## src/rtl/stu_pkg.sv

```systemverilog
`timescale 1ns / 1ps
// ----------------------------------------------------------------------------
// stu_pkg
// Shared types, codes and helpers of the source text tokenizer.
// ----------------------------------------------------------------------------
package stu_pkg;

    localparam int POS_WIDTH   = 32;
    localparam int QUEUE_DEPTH = 4;
    localparam int QPTR_W      = $clog2(QUEUE_DEPTH);
    localparam int QCNT_W      = $clog2(QUEUE_DEPTH + 1);

    typedef logic [POS_WIDTH-1:0] t_pos;
    localparam t_pos POS_MAX = '1;

    localparam logic [2:0] KIND_ASSIGN  = 3'd0;
    localparam logic [2:0] KIND_LET     = 3'd1;
    localparam logic [2:0] KIND_IDENT   = 3'd2;
    localparam logic [2:0] KIND_INTEGER = 3'd3;
    localparam logic [2:0] KIND_DECIMAL = 3'd4;
    localparam logic [2:0] KIND_ILLEGAL = 3'd5;

    localparam logic [2:0] KW_NONE = 3'd0;
    localparam logic [2:0] KW_L    = 3'd1;
    localparam logic [2:0] KW_LE   = 3'd2;
    localparam logic [2:0] KW_LET  = 3'd3;
    localparam logic [2:0] KW_MISS = 3'd7;

    localparam logic [7:0] CH_NUL   = 8'h00;
    localparam logic [7:0] CH_TAB   = 8'h09;
    localparam logic [7:0] CH_NL    = 8'h0A;
    localparam logic [7:0] CH_CR    = 8'h0D;
    localparam logic [7:0] CH_SPACE = 8'h20;
    localparam logic [7:0] CH_EQ    = 8'h3D;
    localparam logic [7:0] CH_DOT   = 8'h2E;
    localparam logic [7:0] CH_UNDER = 8'h5F;
    localparam logic [7:0] CH_L     = 8'h6C;
    localparam logic [7:0] CH_E     = 8'h65;
    localparam logic [7:0] CH_T     = 8'h74;

    typedef enum logic [2:0] {
        MODE_IDLE  = 3'b001,
        MODE_IDENT = 3'b010,
        MODE_NUM   = 3'b100
    } t_mode;

    typedef struct packed {
        logic [7:0] ch;
        logic       last_byte;
    } t_in_item;

    typedef struct packed {
        logic [2:0]  token_kind;
        logic [31:0] token_start;
        logic [31:0] token_length;
        logic [31:0] token_line;
        logic        last_of_run;
    } t_token;

    typedef struct packed {
        t_token rec0;
        t_token rec1;
        logic   two;
    } t_bundle;

    function automatic logic is_alpha(input logic [7:0] c);
        return (c >= 8'h61 && c <= 8'h7A) || (c >= 8'h41 && c <= 8'h5A) || c == CH_UNDER;
    endfunction

    function automatic logic is_digit(input logic [7:0] c);
        return c >= 8'h30 && c <= 8'h39;
    endfunction

    function automatic t_pos sat_inc(input t_pos v);
        return (v == POS_MAX) ? POS_MAX : v + t_pos'(1);
    endfunction

    function automatic t_token make_token(input logic [2:0] kind, input t_pos start,
                                          input t_pos len, input t_pos line);
        logic [63:0] s64;
        logic [63:0] l64;
        logic [63:0] n64;
        t_token      t;
        s64 = 64'(start);
        l64 = 64'(len);
        n64 = 64'(line);
        t.token_kind   = kind;
        t.token_start  = s64[31:0];
        t.token_length = (l64 > 64'h0000_0000_FFFF_FFFF) ? 32'hFFFF_FFFF : l64[31:0];
        t.token_line   = n64[31:0];
        t.last_of_run  = 1'b0;
        return t;
    endfunction

    function automatic logic [2:0] open_kind(input t_mode mode, input logic [2:0] kw,
                                             input logic dot);
        logic [2:0] k;
        k = KIND_IDENT;
        unique case (mode)
            MODE_IDENT: k = (kw == KW_LET) ? KIND_LET : KIND_IDENT;
            MODE_NUM:   k = dot ? KIND_DECIMAL : KIND_INTEGER;
            default:    k = KIND_IDENT;
        endcase
        return k;
    endfunction

endpackage

```

## src/rtl/stu_front.sv

```systemverilog
`timescale 1ns / 1ps
// ----------------------------------------------------------------------------
// stu_front
// Scanner front end: classifies each byte, tracks the open token and
// position counters, and forms the bundle of records the byte produces.
// ----------------------------------------------------------------------------
module stu_front import stu_pkg::*; (
    input  logic     i_clk,
    input  logic     i_rst_n,
    input  logic     i_push,
    input  logic     i_full,
    input  t_in_item i_item,
    output logic     o_wr,
    output t_bundle  o_bundle
);

    t_mode      r_mode,   n_mode;
    t_pos       r_pos,    n_pos;
    t_pos       r_line,   n_line;
    t_pos       r_anchor, n_anchor;
    logic       r_dot,    n_dot;
    logic [2:0] r_kw,     n_kw;
    logic       r_ended,  n_ended;

    logic       accept;
    logic [7:0] c;
    logic       c_alpha, c_digit, c_ws, cont;
    logic       a_v, b_v, l_v;
    logic [2:0] b_kind;
    t_token     a_tok, b_tok, l_tok;
    t_bundle    bnd;

    assign accept  = i_push && !i_full;
    assign c       = i_item.ch;
    assign c_alpha = is_alpha(c);
    assign c_digit = is_digit(c);
    assign c_ws    = (c == CH_SPACE) || (c == CH_TAB) || (c == CH_CR);

    always_comb begin
        n_mode   = r_mode;
        n_pos    = r_pos;
        n_line   = r_line;
        n_anchor = r_anchor;
        n_dot    = r_dot;
        n_kw     = r_kw;
        n_ended  = r_ended;
        a_v      = 1'b0;
        b_v      = 1'b0;
        l_v      = 1'b0;
        b_kind   = KIND_ILLEGAL;
        cont     = ((r_mode == MODE_IDENT) && (c_alpha || c_digit)) ||
                   ((r_mode == MODE_NUM) &&
                    (c_digit || c == CH_UNDER || (c == CH_DOT && !r_dot)));
        a_tok    = make_token(open_kind(r_mode, r_kw, r_dot), r_anchor,
                              r_pos - r_anchor, r_line);
        if (r_ended) begin
            n_ended = r_ended;
        end else if (c == CH_NUL) begin
            a_v     = (r_mode != MODE_IDLE);
            n_mode  = MODE_IDLE;
            n_dot   = 1'b0;
            n_kw    = KW_NONE;
            n_ended = 1'b1;
        end else begin
            n_pos = sat_inc(r_pos);
            if (cont) begin
                if (r_mode == MODE_IDENT) begin
                    if (r_kw == KW_L && c == CH_E) begin
                        n_kw = KW_LE;
                    end else if (r_kw == KW_LE && c == CH_T) begin
                        n_kw = KW_LET;
                    end else begin
                        n_kw = KW_MISS;
                    end
                end else if (c == CH_DOT) begin
                    n_dot = 1'b1;
                end
            end else begin
                a_v    = (r_mode != MODE_IDLE);
                n_mode = MODE_IDLE;
                n_dot  = 1'b0;
                n_kw   = KW_NONE;
                if (c == CH_NL) begin
                    n_line = sat_inc(r_line);
                end else if (c == CH_EQ) begin
                    b_v    = 1'b1;
                    b_kind = KIND_ASSIGN;
                end else if (c_alpha) begin
                    n_mode   = MODE_IDENT;
                    n_anchor = r_pos;
                    n_kw     = (c == CH_L) ? KW_L : KW_MISS;
                end else if (c_digit) begin
                    n_mode   = MODE_NUM;
                    n_anchor = r_pos;
                end else if (!c_ws) begin
                    b_v    = 1'b1;
                    b_kind = KIND_ILLEGAL;
                end
            end
            l_v = i_item.last_byte && (n_mode != MODE_IDLE);
        end
        b_tok = make_token(b_kind, r_pos, t_pos'(1), r_line);
        l_tok = make_token(open_kind(n_mode, n_kw, n_dot), n_anchor,
                           n_pos - n_anchor, n_line);
        if (i_item.last_byte) begin
            n_mode   = MODE_IDLE;
            n_pos    = '0;
            n_line   = '0;
            n_anchor = '0;
            n_dot    = 1'b0;
            n_kw     = KW_NONE;
            n_ended  = 1'b0;
        end
    end

    always_comb begin
        bnd = '0;
        if (a_v) begin
            bnd.rec0 = a_tok;
            bnd.rec1 = b_v ? b_tok : l_tok;
            bnd.two  = b_v || l_v;
        end else if (b_v) begin
            bnd.rec0 = b_tok;
            bnd.rec1 = l_tok;
            bnd.two  = l_v;
        end else begin
            bnd.rec0 = l_tok;
            bnd.rec1 = l_tok;
            bnd.two  = 1'b0;
        end
        bnd.rec0.last_of_run = !bnd.two;
        bnd.rec1.last_of_run = 1'b1;
    end

    assign o_wr     = accept && (a_v || b_v || l_v);
    assign o_bundle = bnd;

    always_ff @(posedge i_clk) begin
        if (!i_rst_n) begin
            r_mode   <= MODE_IDLE;
            r_pos    <= '0;
            r_line   <= '0;
            r_anchor <= '0;
            r_dot    <= 1'b0;
            r_kw     <= KW_NONE;
            r_ended  <= 1'b0;
        end else if (accept) begin
            r_mode   <= n_mode;
            r_pos    <= n_pos;
            r_line   <= n_line;
            r_anchor <= n_anchor;
            r_dot    <= n_dot;
            r_kw     <= n_kw;
            r_ended  <= n_ended;
        end
    end

endmodule

```

## src/rtl/stu_queue.sv

```systemverilog
`timescale 1ns / 1ps
// ----------------------------------------------------------------------------
// stu_queue
// Short FIFO of record bundles between the scanner and the output stage.
// ----------------------------------------------------------------------------
module stu_queue import stu_pkg::*; (
    input  logic    i_clk,
    input  logic    i_rst_n,
    input  logic    i_wr,
    input  t_bundle i_wr_data,
    input  logic    i_rd,
    output logic    o_full,
    output logic    o_empty,
    output t_bundle o_rd_data
);

    t_bundle             r_mem [QUEUE_DEPTH];
    logic [QPTR_W-1:0]   r_wp, r_rp;
    logic [QCNT_W-1:0]   r_cnt;
    logic                do_wr, do_rd;

    assign o_full    = (r_cnt == QCNT_W'(QUEUE_DEPTH));
    assign o_empty   = (r_cnt == '0);
    assign do_wr     = i_wr && !o_full;
    assign do_rd     = i_rd && !o_empty;
    assign o_rd_data = r_mem[r_rp];

    always_ff @(posedge i_clk) begin
        if (do_wr) begin
            r_mem[r_wp] <= i_wr_data;
        end
    end

    always_ff @(posedge i_clk) begin
        if (!i_rst_n) begin
            r_wp  <= '0;
            r_rp  <= '0;
            r_cnt <= '0;
        end else begin
            if (do_wr) begin
                r_wp <= (r_wp == QPTR_W'(QUEUE_DEPTH - 1)) ? '0 : r_wp + QPTR_W'(1);
            end
            if (do_rd) begin
                r_rp <= (r_rp == QPTR_W'(QUEUE_DEPTH - 1)) ? '0 : r_rp + QPTR_W'(1);
            end
            if (do_wr && !do_rd) begin
                r_cnt <= r_cnt + QCNT_W'(1);
            end else if (do_rd && !do_wr) begin
                r_cnt <= r_cnt - QCNT_W'(1);
            end
        end
    end

endmodule

```

## src/rtl/stu_back.sv

```systemverilog
`timescale 1ns / 1ps
// ----------------------------------------------------------------------------
// stu_back
// Output stage: unpacks bundles into single records and holds the current
// record in an output register until it is popped.
// ----------------------------------------------------------------------------
module stu_back import stu_pkg::*; (
    input  logic    i_clk,
    input  logic    i_rst_n,
    input  logic    i_q_empty,
    input  t_bundle i_q_data,
    output logic    o_q_rd,
    input  logic    i_pop,
    output logic    o_empty,
    output t_token  o_result
);

    logic   r_valid;
    logic   r_sel;
    t_token r_out;
    logic   load, take;

    assign load     = !r_valid || i_pop;
    assign take     = load && !i_q_empty;
    assign o_q_rd   = take && (r_sel || !i_q_data.two);
    assign o_empty  = !r_valid;
    assign o_result = r_out;

    always_ff @(posedge i_clk) begin
        if (!i_rst_n) begin
            r_valid <= 1'b0;
            r_sel   <= 1'b0;
        end else if (load) begin
            r_valid <= !i_q_empty;
            if (take) begin
                r_sel <= !r_sel && i_q_data.two;
            end
        end
    end

    always_ff @(posedge i_clk) begin
        if (take) begin
            r_out <= r_sel ? i_q_data.rec1 : i_q_data.rec0;
        end
    end

endmodule

```

## src/rtl/source_text_tokenizer_unit.sv

```systemverilog
`timescale 1ns / 1ps
// ----------------------------------------------------------------------------
// source_text_tokenizer_unit
// Streaming lexer: source bytes in, token records out.
//
// Input side is a queue write port: drive i_item and raise push; a byte is
// taken on a rising edge with push high and full low. Result side is a queue
// read port: while empty is low, o_result holds the oldest token record and
// pop takes it.
// Each byte is scanned in the cycle it is accepted, so one byte is taken per
// cycle while the result side keeps up. A byte yields zero, one or two
// records; each is written to the queue, then loaded into the output
// register before it shows on o_result. While pop is high the output stage
// drains one record per cycle; the four-bundle queue absorbs two-record bytes.
// When pop stays low the queue fills and full rises; no beat is lost.
// Reset clears the scanner state, position and line counters and the queue;
// empty is high and full is low after reset.
// ----------------------------------------------------------------------------
module source_text_tokenizer_unit import stu_pkg::*; (
    input  logic     i_clk,
    input  logic     i_rst_n,
    input  logic     push,
    output logic     full,
    input  t_in_item i_item,
    output logic     empty,
    input  logic     pop,
    output t_token   o_result
);

    logic    fe_wr;
    t_bundle fe_bundle;
    logic    q_empty;
    logic    q_rd;
    t_bundle q_data;

    stu_front u_front (
        .i_clk    (i_clk),
        .i_rst_n  (i_rst_n),
        .i_push   (push),
        .i_full   (full),
        .i_item   (i_item),
        .o_wr     (fe_wr),
        .o_bundle (fe_bundle)
    );

    stu_queue u_queue (
        .i_clk     (i_clk),
        .i_rst_n   (i_rst_n),
        .i_wr      (fe_wr),
        .i_wr_data (fe_bundle),
        .i_rd      (q_rd),
        .o_full    (full),
        .o_empty   (q_empty),
        .o_rd_data (q_data)
    );

    stu_back u_back (
        .i_clk     (i_clk),
        .i_rst_n   (i_rst_n),
        .i_q_empty (q_empty),
        .i_q_data  (q_data),
        .o_q_rd    (q_rd),
        .i_pop     (pop),
        .o_empty   (empty),
        .o_result  (o_result)
    );

    a_reset_empty: assert property (@(posedge i_clk) !i_rst_n |=> empty && !full)
        else $error("queues not cleared by reset");

    a_kind_range: assert property (@(posedge i_clk) disable iff (!i_rst_n)
        !empty |-> o_result.token_kind <= KIND_ILLEGAL)
        else $error("token kind out of range");

    a_len_nonzero: assert property (@(posedge i_clk) disable iff (!i_rst_n)
        !empty |-> o_result.token_length != 32'd0)
        else $error("zero length token");

    a_single_len: assert property (@(posedge i_clk) disable iff (!i_rst_n)
        !empty && (o_result.token_kind == KIND_ASSIGN ||
                   o_result.token_kind == KIND_ILLEGAL)
        |-> o_result.token_length == 32'd1)
        else $error("single byte token with wrong length");

endmodule
```

## config.mk

```make
export PLATFORM = sky130hd
export DESIGN_NAME = source_text_tokenizer_unit
export DESIGN_NICKNAME = d
export VERILOG_FILES = /design/src/rtl/stu_pkg.sv /design/src/rtl/stu_front.sv /design/src/rtl/stu_queue.sv /design/src/rtl/stu_back.sv /design/src/rtl/source_text_tokenizer_unit.sv
export SDC_FILE = /design/constraint.sdc
export NUM_CORES = 1
export LEC_CHECK = 0
export BUFFER_PORTS_ARGS = -buffer_cell sky130_fd_sc_hd__buf_2
export CAP_MARGIN = 20
export CELL_PAD_IN_SITES_DETAIL_PLACEMENT = 0
export CELL_PAD_IN_SITES_GLOBAL_PLACEMENT = 1
export CORE_ASPECT_RATIO = 0.9
export CORE_UTILIZATION = 48
export CTS_CLUSTER_SIZE = 28
export DETAILED_ROUTE_END_ITERATION = 10
export PLACE_DENSITY = 0.82
export SYNTH_ARGS = -nofsm -noshare
export SYNTH_HDL_FRONTEND = slang
export SYNTH_SLANG_ARGS = --single-unit
```

## constraint.sdc

```tcl
create_clock -name i_clk -period 20.9 [get_ports i_clk]
set_input_delay 1.045 -clock i_clk [delete_from_list [all_inputs] [get_ports i_clk]]
set_output_delay 1.045 -clock i_clk [all_outputs]
set_load 0.005 [all_outputs]
```

# Yosys cells after proc, flatten, opt, wreduce, memory -nomap -nowiden
# Memories as Yosys holds them, arrays and structs flattened. A register that Yosys moved wholly into a read port is not among the register bits.
# Cells that the tools add are included.
[word_totals] ff_bits=213 mem_bits_rw=800 in_bits=13 out_inout_bits=102 wordCells=185 mem_count=1
[classes] n_addsub=8 n_lt_le_gt_ge=6 n_eq_ne=25 muxes=84 reduce_logical=44
[memory_table] name="u_queue.r_mem" depth=4 word_bits=200 read_ports=1 rd_ports_with_merged_regs=1 write_ports=1 line="stu_queue.sv:17" rtl="t_bundle r_mem [QUEUE_DEPTH];"
[op_table] operator="32-bit 2-to-1 mux" count=18
[op_table] operator="201-bit 2-to-1 mux" count=2
[op_table] operator="100-bit 2-to-1 mux" count=2
[op_table] operator="3-bit 2-to-1 mux" count=30
[op_table] operator="32-bit by 1-bit adder with 32-bit output, second input constant" count=2
[op_table] operator="32-bit == test, second input constant" count=2
[op_table] operator="32-bit subtractor" count=2
[op_table] operator="8-bit by 7-bit == test with 1-bit output, second input constant" count=4
[op_table] operator="8-bit by 4-bit == test with 1-bit output, second input constant" count=3
[op_table] operator="8-bit by 6-bit == test with 1-bit output, second input constant" count=3
[op_table] operator="1-bit 2-to-1 mux" count=24
[op_table] operator="1-bit logical AND" count=18
[op_table] operator="8-bit by 7-bit >= comparator with 1-bit output, second input constant" count=2
[op_table] operator="8-bit by 7-bit <= comparator with 1-bit output, second input constant" count=2
[op_table] operator="3-bit by 2-bit == test with 1-bit output, second input constant" count=5
[op_table] operator="1-bit logical OR" count=13
[op_table] operator="2-bit 2-to-1 mux" count=6
[op_table] operator="3-bit case mux with 2 select lines" count=2
[op_table] operator="3-bit == test, second input constant" count=3
[op_table] operator="1-bit zero test" count=9
[op_table] operator="8-bit by 6-bit >= comparator with 1-bit output, second input constant" count=1
[op_table] operator="8-bit by 6-bit <= comparator with 1-bit output, second input constant" count=1
[op_table] operator="8-bit zero test" count=1
[op_table] operator="3-bit by 1-bit inequality test with 1-bit output, second input constant" count=2
[op_table] operator="8 further kinds" count=10

# Logic depth before layout (Yosys ltp)
# Gate-level depths: netlist of run 1.
[depth] ltp_word=21 mapped_depth=20 depth_no_buf=18

# By module
# From an unflattened synthesis of run 1, not the netlist that was laid out.
[hier_totals] hier_cells=2969 area_unflattened_um2=45849.0
[by_module_without_submodules] module="stu_queue" instances=1 cells_each=1101 area_each_um2=29689.7 seq_area_each_um2=24323.3
[by_module_without_submodules] module="stu_front" instances=1 cells_each=1645 area_each_um2=11825.1 seq_area_each_um2=2082.0
[by_module_without_submodules] module="stu_back" instances=1 cells_each=223 area_each_um2=4334.2 seq_area_each_um2=3042.9

# Least setup slack after synthesis of run 1
# OpenSTA, ideal clock, no wires.
[synth_path] path_type="in2reg" from="input i_item[2] (netlist bit)" to="memory u_queue.r_mem[0][0] (netlist bit) (enable)" arrival_ns=7.562 setup_slack_ns=12.753 path_stages=9 path_buffers=1 cell_sequence="or4_1 o21ai_2 nor3_1 or3_1 buf_2 a21oi_4 nor2_2 a21oi_2 and2_1"
[synth_between] elab_chain_len=19
[synth_rtl] element="from (decl)" line="source_text_tokenizer_unit.sv:24" rtl="input t_in_item i_item,"
[synth_rtl] element="8-bit by 7-bit >= comparator with 1-bit output or 8-bit by 7-bit <= comparator with 1-bit output (tied branches)" line="stu_pkg.sv:67" rtl="return (c >= 8'h61 && c <= 8'h7A) || (c >= 8'h41 && c <= 8'h5A) || c == CH_UNDER;"
[synth_rtl] element="1-bit logical AND" line="stu_pkg.sv:67"
[synth_rtl] element="1-bit logical OR (2 in a row)" line="stu_pkg.sv:67"
[synth_rtl] element="3-bit 2-to-1 mux or 1-bit logical OR (tied branches)" line="stu_front.sv:88, stu_front.sv:51"
[synth_rtl] element="3-bit 2-to-1 mux or 1-bit logical AND (tied branches)" line="stu_front.sv:85, stu_front.sv:51"
[synth_rtl] element="3-bit 2-to-1 mux or 1-bit logical OR (tied branches)" line="stu_front.sv:83, stu_front.sv:51"
[synth_rtl] element="3-bit 2-to-1 mux" line="stu_front.sv:66" rtl="if (cont) begin"
[synth_rtl] element="3-bit 2-to-1 mux" line="stu_front.sv:58" rtl="end else if (c == CH_NUL) begin"
[synth_rtl] element="(+3 left out)"
[synth_rtl] element="1-bit 2-to-1 mux" line="stu_front.sv:58"
[synth_rtl] element="1-bit 2-to-1 mux" line="stu_front.sv:56" rtl="if (r_ended) begin"
[synth_rtl] element="1-bit logical OR *" line="stu_front.sv:135" rtl="assign o_wr = accept && (a_v || b_v || l_v);"
[synth_rtl] element="1-bit logical AND *" line="stu_front.sv:135"
[synth_rtl] element="1-bit logical AND *" line="stu_queue.sv:24" rtl="assign do_wr = i_wr && !o_full;"
[synth_rtl] element="named net u_queue.do_wr" line="stu_queue.sv:20" rtl="logic do_wr, do_rd;"
[synth_rtl] element="1-bit 2-to-1 mux *" line="stu_queue.sv:29" rtl="if (do_wr) begin"
[synth_rtl] element="1-bit 2-to-1 mux (implied by the code) *" line="stu_queue.sv:30" rtl="r_mem[r_wp] <= i_wr_data;"
[synth_rtl] element="to (decl)" line="stu_queue.sv:17"
# The timed path passes the listed nets; every way through them passes the cells marked *. The select of a mux whose other input is x is not followed.

==> results of run 1 <==
[flip-flops by register name (all words and copies together), names as in the netlist, 2 cells and up, named ones only]
name,count
u_queue.r_wp,2
u_queue.r_mem,800
u_back.o_result,100
u_queue.r_cnt,3
u_front.r_mode,3
u_front.r_anchor,32
u_queue.r_rp,2
u_front.r_line,32
u_front.r_pos,32
u_front.r_kw,3
[synthesized netlist by cell type, types with 9 or more instances]
cell type | n | share of area
xnor2_1 | 58 | 0.011
nor2_1 | 159 | 0.013
a31oi_1 | 39 | 0.0055
inv_1 | 74 | 0.0062
nor2b_1 | 50 | 0.0070
nand3_1 | 52 | 0.0058
a22oi_1 | 37 | 0.0062
o21a_1 | 17 | 0.0029
ha_1 | 71 | 0.020
clkbuf_1 | 127 | 0.011
and4_1 | 12 | 0.0024
a21o_1 | 33 | 0.0055
or3_1 | 10 | 0.0014
nand4_1 | 25 | 0.0035
a21oi_1 | 130 | 0.015
a211oi_1 | 9 | 0.0015
edfxtp_1 | 900 | 0.61
o21ai_0 | 109 | 0.012
nor4_1 | 10 | 0.0014
nand2b_1 | 10 | 0.0014
o221a_2 | 16 | 0.0040
nor3_1 | 21 | 0.0024
mux4_2 | 200 | 0.10
buf_1 | 33 | 0.0028
nand2_1 | 479 | 0.040
nor3b_1 | 9 | 0.0015
and2_1 | 50 | 0.0070
dfxtp_1 | 115 | 0.052
buf_2 | 19 | 0.0021
xor2_1 | 41 | 0.0080
o211ai_1 | 10 | 0.0017
mux2i_1 | 36 | 0.0081
and3_1 | 16 | 0.0022
o22ai_1 | 56 | 0.0078
[layout make-up]
type	instances	area [um2]
well taps	1230	1540
fillers	7403	41800
repair buffers	159	936
clock inverters	77	846
inverters	74	280
clock buffers	115	2600
multi-input cells	1861	14300
flip-flops and latches	1015	29300
[worst max-delay path, cell delays in order]
cell and delay [ns]:
buf_2 0.12, or3_1 0.43, or3b_1 0.48, o32ai_2 0.35
nor2_1 0.13, nand3_2 0.10, buf_4 0.59, o21ai_0 0.35
ha_1 0.29, fa_1 0.46, nand2b_1 0.18, a21oi_1 0.21
o211a_1 0.25, o21ai_0 0.14, a211oi_1 0.55, o21ai_0 0.36
a31oi_1 0.27, xnor2_1 0.18, o32ai_1 0.17
[power groups by stage]
stage | clock [W] | sequential (W) | combinational, W
final | 0.00187 | 0.00263 | 0.00112
after global routing | 0.00197 | 0.00265 | 0.00123
after CTS | 0.00190 | 0.00263 | 0.00115
after detailed placement | 0 | 0.00267 | 0.00114
after global placement | 0 | 0.00266 | 0.00114
after floorplan | 0 | 0.00269 | 0.000729
[layout by cell type, fill, tap and decap left out, drive strengths merged, types with 10 or more instances in the layout]
cell type  netlist  final
edfxtp         900    900
nand2          480    480
mux4           200    200
nor2           161    161
buf             57    159
a21oi          133    133
dfxtp          115    115
clkbuf         130    115
o21ai          110    110
inv             74     80
ha              71     71
xnor2           58     58
o22ai           56     56
nand3           52     52
nor2b           50     50
and2            50     50
clkinv           0     46
xor2            41     41
a31oi           39     39
a22oi           37     37
mux2i           36     36
a21o            33     33
nand4           25     25
nor3            23     23
o21a            17     17
and3            16     16
o221a           16     16
bufinv           0     14
and4            12     12
nor4            11     11
clkinvlp         0     11
or3             10     10
o211ai          10     10
nand2b          10     10
[metrics by stage]
stage                     std cells  utilization  worst slack, ns
final                          4531        0.544            14.59
after CTS                      4530        0.544            14.73
after global routing           4531        0.544            14.26
after floorplan                3137            -            12.75
after detailed placement       4338        0.506            14.03
after global placement         4338        0.506            14.14
[kinds of logic (layout without fill, tap and decap cells)]
logic type | count (synthesis) | after routing
multiplexers | 242 | 242
adder cells (fa/ha/maj) | 74 | 74
AND/OR/NAND/NOR | 932 | 932
AO/OA/AOI/OAI | 514 | 514
buffers and inverters | 261 | 425
XOR/XNOR | 99 | 99
flip-flops | 1015 | 1015
[layer usage]
layer	share of wire	track usage
met1	0.45	0.328
met2	0.46	0.338
met3	0.071	0.0401
met4	0.020	0.0516
met5	0	0
[worst max path at each step]
stage	endpoint	slack [ns]
6_report	u_queue.r_mem[0][161]$_DFFE_PP_	14.59
5_1_grt	u_queue.r_mem[3][162]$_DFFE_PP_	14.26
4_1_cts	u_queue.r_mem[3][162]$_DFFE_PP_	14.73
3_5_place_dp	u_queue.r_mem[0][161]$_DFFE_PP_	14.03
3_3_place_gp	u_queue.r_mem[0][161]$_DFFE_PP_	14.14
2_1_floorplan	u_queue.r_mem[0][0]$_DFFE_PP_	12.75
==> impl_metrics.py, run 1 <==
metrics = {
    "final_layout": {
        "final_cell_area_um2": 49900,
        "diodes": 0,
        "fin_nets": 3300,
        "syn_to_final_growth_pct": 11.7,
        "layout-drive-gt1-share": 0.174,
    },
    "routing": {
        "final_antenna_net_count": 0,
        "drt_drc_violations_left": 0,
        "wire_per_inst_um": 22.8,
        "wl_um": 103000,
        "drtIter0Drc": 2757,
        "num_vias": 26700,
        "viasPerCell": 5.89,
        "drt_pass1_iterations": 6,
    },
    "cts": {
        "cts_buffers": 102,
        "clock_latency_ns": 0.70,
        "cts_setup_buffers": 0,
        "holdBufCountCts": 0,
        "clockBufferDepth": 3,
        "ctsResizeCount": 0,
        "clk_pin_slew_worst_paths_ns": 0.06,
        "cts-root-buf": "clkbuf_16",
        "cts_tree": "done",
        "cts_htree_levels": 3,
        "clock_sinks": 1015,
    },
    "synth": {
        "yosys.area_share.xor_xnor": 0.0194,
        "ys.flop_type": "edfxtp_1",
        "yosys.area_share.simple": 0.0948,
        "yosysSeqAreaShare": 0.657,
        "ys_async_sr_fraction": 0,
        "postSynthCellCount": 3137,
        "yosysWarnings": 0,
        "synth_edf_count": 900,
        "syn_area_per_cell_um2": 14.2,
        "syn_area_um2": 44600,
        "synth.distinct_cells": 79,
        "synthAdderAreaFrac": 0.0212,
        "synth.area.mux_share": 0.110,
        "syn_nets": 3224,
        "synth_compound_area_frac": 0.0738,
        "ys_ff_latch": 1015,
        "synth_top_family_by_area": "multiplexers",
    },
    "power_and_ir_drop": {
        "seq_power_share": 0.468,
        "p_comb_frac": 0.200,
        "power_density_nw_per_um2": 113,
        "switching_share": 0.276,
        "p_int_w": 0.00406,
        "p_leak_nw": 17.4,
        "ir_worst_vdd_mv": 0.123,
        "clkPwrFrac": 0.333,
        "total_power_w": 0.00561,
        "p_sw_w": 0.00155,
    },
    "timing": {
        "period_minus_slack_ns": 6.31,
        "worst_pin_slew_ns": 1.05,
        "hold_violations": 0,
        "fin_setup_tns_ns": 0,
        "fmax_mhz": 159,
        "setup_violations": 0,
        "fin_crit_sh": 0.302,
        "rsz0062_at_grt": "no",
        "holdWs_ns": 0.509,
        "drv_slew": 0,
        "slew_headroom": 0.300,
        "fin_skew_ns": 0.0500,
    },
    "hold_path": {
        "min-delay-start": "u_front.r_line[10]$_SDFFE_PN0P_",
        "holdPathStages": 2,
        "min_path_type": "register to register",
        "min_to": "u_front.r_line[10]$_SDFFE_PN0P_",
    },
    "placed_design": {
        "postPlaceCellArea_um2": 46400,
        "place_hpwl_um": 63200,
        "gp_congestion": 0.875,
        "numPortBuffers": 114,
    },
    "worst_setup_path": {
        "worst_setup_path_end_kind": "register",
        "worstSetupPathType": "input pin to register",
        "worst_setup_path_start_kind": "input pin",
        "crit_required_ns": 21.27,
        "r2r-end": "u_queue.r_mem[0][162]$_DFFE_PP_",
        "r2r_cells": 16,
        "rrSetupSlack_ns": 14.65,
        "reg2reg_from": "u_front.r_pos[17]$_SDFFE_PN0P_",
        "cp.arrival_ns": 6.67,
        "cp_max_fo": 40,
        "worstSetupStartpoint": "i_item[8]",
    },
    "die": {
        "die_h_um": 291,
        "die_w_um": 323,
        "die_area_um2": 94200,
        "initial_core_util": 0.487,
        "ios": 115,
        "rows": 105,
        "core-area_um2": 91700,
    },
    "global_routing": {
        "grt_pass1_wl_um": 158000,
        "antenna_found_initial": 3,
        "grt_max_degree": 103,
        "grt_use_total": 0.221,
        "overflow": 0,
        "grt_pass1_vias": 26400,
    },
    "run_status": {
        "status": "finished clean",
    },
    "run": {
        "drv_cap": 0,
    },
}
(Power assumes the default switching activity.)
==> inputs of run 2 (changes only) <==
==> constraint.sdc (replaced) <==
create_clock -name i_clk -period 6.1 [get_ports i_clk]
set_input_delay 0.305 -clock i_clk [delete_from_list [all_inputs] [get_ports i_clk]]
set_output_delay 0.305 -clock i_clk [all_outputs]
set_load 0.005 [all_outputs]
==> impl_metrics.py, run 2 (synthesis results as in run 1) <==
metrics = {
    "final_layout": {
        "syn_to_final_growth_pct": 12.5,
        "largestRegisters": "u_queue.r_mem x800, u_back.o_result x100",
        "multiInputGateArea_um2": 14300,
        "finalNonFillerCells": 4545,
        "diodes": 0,
        "largest_reg_flops": 800,
        "top_register": "u_queue.r_mem",
        "final_cell_mix": "edfxtp_1, nand2_1, mux4_2, nor2_1, a21oi_1",
        "fill_cells": 7337,
        "layout-drive-gt1-share": 0.178,
        "final_common_cell": "edfxtp_1",
        "fin_nets": 3316,
        "regArea_um2": 29300,
    },
    "die": {
        "initial_core_util": 0.487,
        "die_w_um": 323,
        "ios": 115,
        "core-area_um2": 91700,
        "die_h_um": 291,
        "die_area_um2": 94200,
        "rows": 105,
    },
    "power_and_ir_drop": {
        "p_sw_w": 0.00522,
        "p_comb_frac": 0.202,
        "p_leak_nw": 17.7,
        "power_density_nw_per_um2": 383,
        "seq_power_share": 0.465,
        "clkPwrFrac": 0.333,
        "ir_worst_vdd_mv": 0.335,
        "p_int_w": 0.0140,
        "switching_share": 0.271,
        "total_power_w": 0.0193,
    },
    "routing": {
        "viasPerCell": 5.86,
        "drt_drc_violations_left": 0,
        "final_antenna_net_count": 0,
        "drtIter0Drc": 2758,
        "num_vias": 26600,
        "wire_per_inst_um": 22.6,
        "drt_pass1_iterations": 6,
        "wl_um": 103000,
    },
    "run": {
        "drv_cap": 0,
    },
    "global_routing": {
        "top_usage_layer": "met2",
        "overflow": 0,
        "grt_pass1_vias": 26200,
        "antenna_found_initial": 1,
        "grt_use_total": 0.222,
        "grt_pass1_wl_um": 159000,
        "met2_usage": 0.343,
        "use_met3": 0.0344,
        "grt_max_degree": 99,
        "met1_usage": 0.329,
    },
    "cts": {
        "cts_buffers": 102,
        "ctsResizeCount": 0,
        "clk_pin_slew_worst_paths_ns": 0.07,
        "cts_setup_buffers": 0,
        "cts_htree_levels": 3,
        "clockBufferDepth": 3,
        "cts-root-buf": "clkbuf_16",
        "clock_latency_ns": 0.67,
        "cts_tree": "done",
        "holdBufCountCts": 1,
        "clock_sinks": 1015,
    },
    "timing": {
        "fmax_mhz": 187,
        "drv_slew": 0,
        "slew_headroom": 0.266,
        "fin_crit_sh": 0.877,
        "setup_violations": 0,
        "period_minus_slack_ns": 5.35,
        "holdWs_ns": 0.0359,
        "rsz0062_at_grt": "no",
        "worst_pin_slew_ns": 1.10,
        "fin_skew_ns": 0.0348,
        "hold_violations": 0,
        "fin_setup_tns_ns": 0,
    },
    "worst_setup_path": {
        "worstSetupStartpoint": "u_front.r_pos[20]$_SDFFE_PN0P_",
        "endpoint": "u_queue.r_mem[1][161]$_DFFE_PP_",
        "slowest_delay_ns": 0.56,
        "critPathBufInv": 0,
        "path_depth": 17,
        "worst_setup_path_end_kind": "register",
        "crit_required_ns": 6.50,
        "r2r-end": "u_queue.r_mem[1][161]$_DFFE_PP_",
        "crit_chain": "and4_1, nand3_1, nor3_1, nand2_1, o21ai_0, a21oi_1, ha_1, fa_1, nand2b_1, a21oi_1, o211a_1, o21ai_0, a211oi_1, o21ai_0, a31oi_1, xnor2_1, o32ai_1",
        "cp_common_cell": "o21ai_0",
        "cp.arrival_ns": 5.75,
        "slowest_stage": "dfxtp_1",
        "worstSetupPathType": "register to register",
        "cp_max_fo": 13,
        "reg2reg_from": "u_front.r_pos[20]$_SDFFE_PN0P_",
        "path_delay_family": "compound AO/OA/AOI/OAI gates",
        "rrSetupSlack_ns": 0.75,
        "r2r_cells": 17,
        "worst_setup_path_start_kind": "register",
    },
    "hold_path": {
        "min-delay-start": "i_rst_n",
        "min_path_type": "input pin to register",
    },
    "placed_design": {
        "dp.cells": 4352,
        "gp_congestion": 0.905,
        "place_hpwl_um": 64300,
        "numPortBuffers": 114,
    },
    "run_status": {
        "status": "finished clean",
    },
}
run 2: tightest hold or removal path, stage by stage:
cell and delay [ns]:
buf_4 0.22, nand2_1 0.09, nor2_1 0.03
run 2: worst min-delay path by stage:
stage | end | cells past startpoint
after floorplan | u_back.r_valid$_SDFFE_PN0N_ | 2
after global placement | u_queue.r_cnt[2]$_SDFFE_PN0P_ | 2
after detailed placement | u_front.r_line[10]$_SDFFE_PN0P_ | 2
after CTS | u_front.r_line[16]$_SDFFE_PN0P_ | 3
after global routing | u_front.r_line[16]$_SDFFE_PN0P_ | 3
final | u_front.r_line[16]$_SDFFE_PN0P_ | 3
run 2: power groups by stage:
stage                     registers, W  clock network, W  logic (W)
after global routing           0.00903           0.00679    0.00425
after global placement         0.00908                 0    0.00393
after CTS                      0.00897           0.00654    0.00399
after floorplan                0.00912                 0    0.00250
final                          0.00895           0.00642    0.00389
after detailed placement       0.00910                 0    0.00396
run 2: stage by stage:
| step | setup WS [ns] | cell area, um2 | util |
|---|---|---|---|
| floorplan | 0.926 | 44700 | - |
| CTS | 0.846 | 50200 | 0.547 |
| detailed placement | 0.402 | 46700 | 0.509 |
| global route | 0.216 | 50200 | 0.548 |
| finish | 0.751 | 50200 | 0.548 |
| global placement | 0.472 | 46700 | 0.509 |
run 2: cell type report:
type	instances	share of cell area
Clock buffer	120	0.0536
Inverter	74	0.00558
Tap cell	1230	0.0306
Clock inverter	70	0.0155
Timing Repair Buffer	175	0.0252
Multi-Input combinational cell	1861	0.285
Sequential cell	1015	0.584
run 2: per-layer routing:
layer	vias up	wire length [um]	share of wire
li1	12100	-	-
met1	13400	46100	0.45
met2	940	47900	0.47
met3	134	6960	0.068
met4	0	1930	0.019
met5	-	0	0
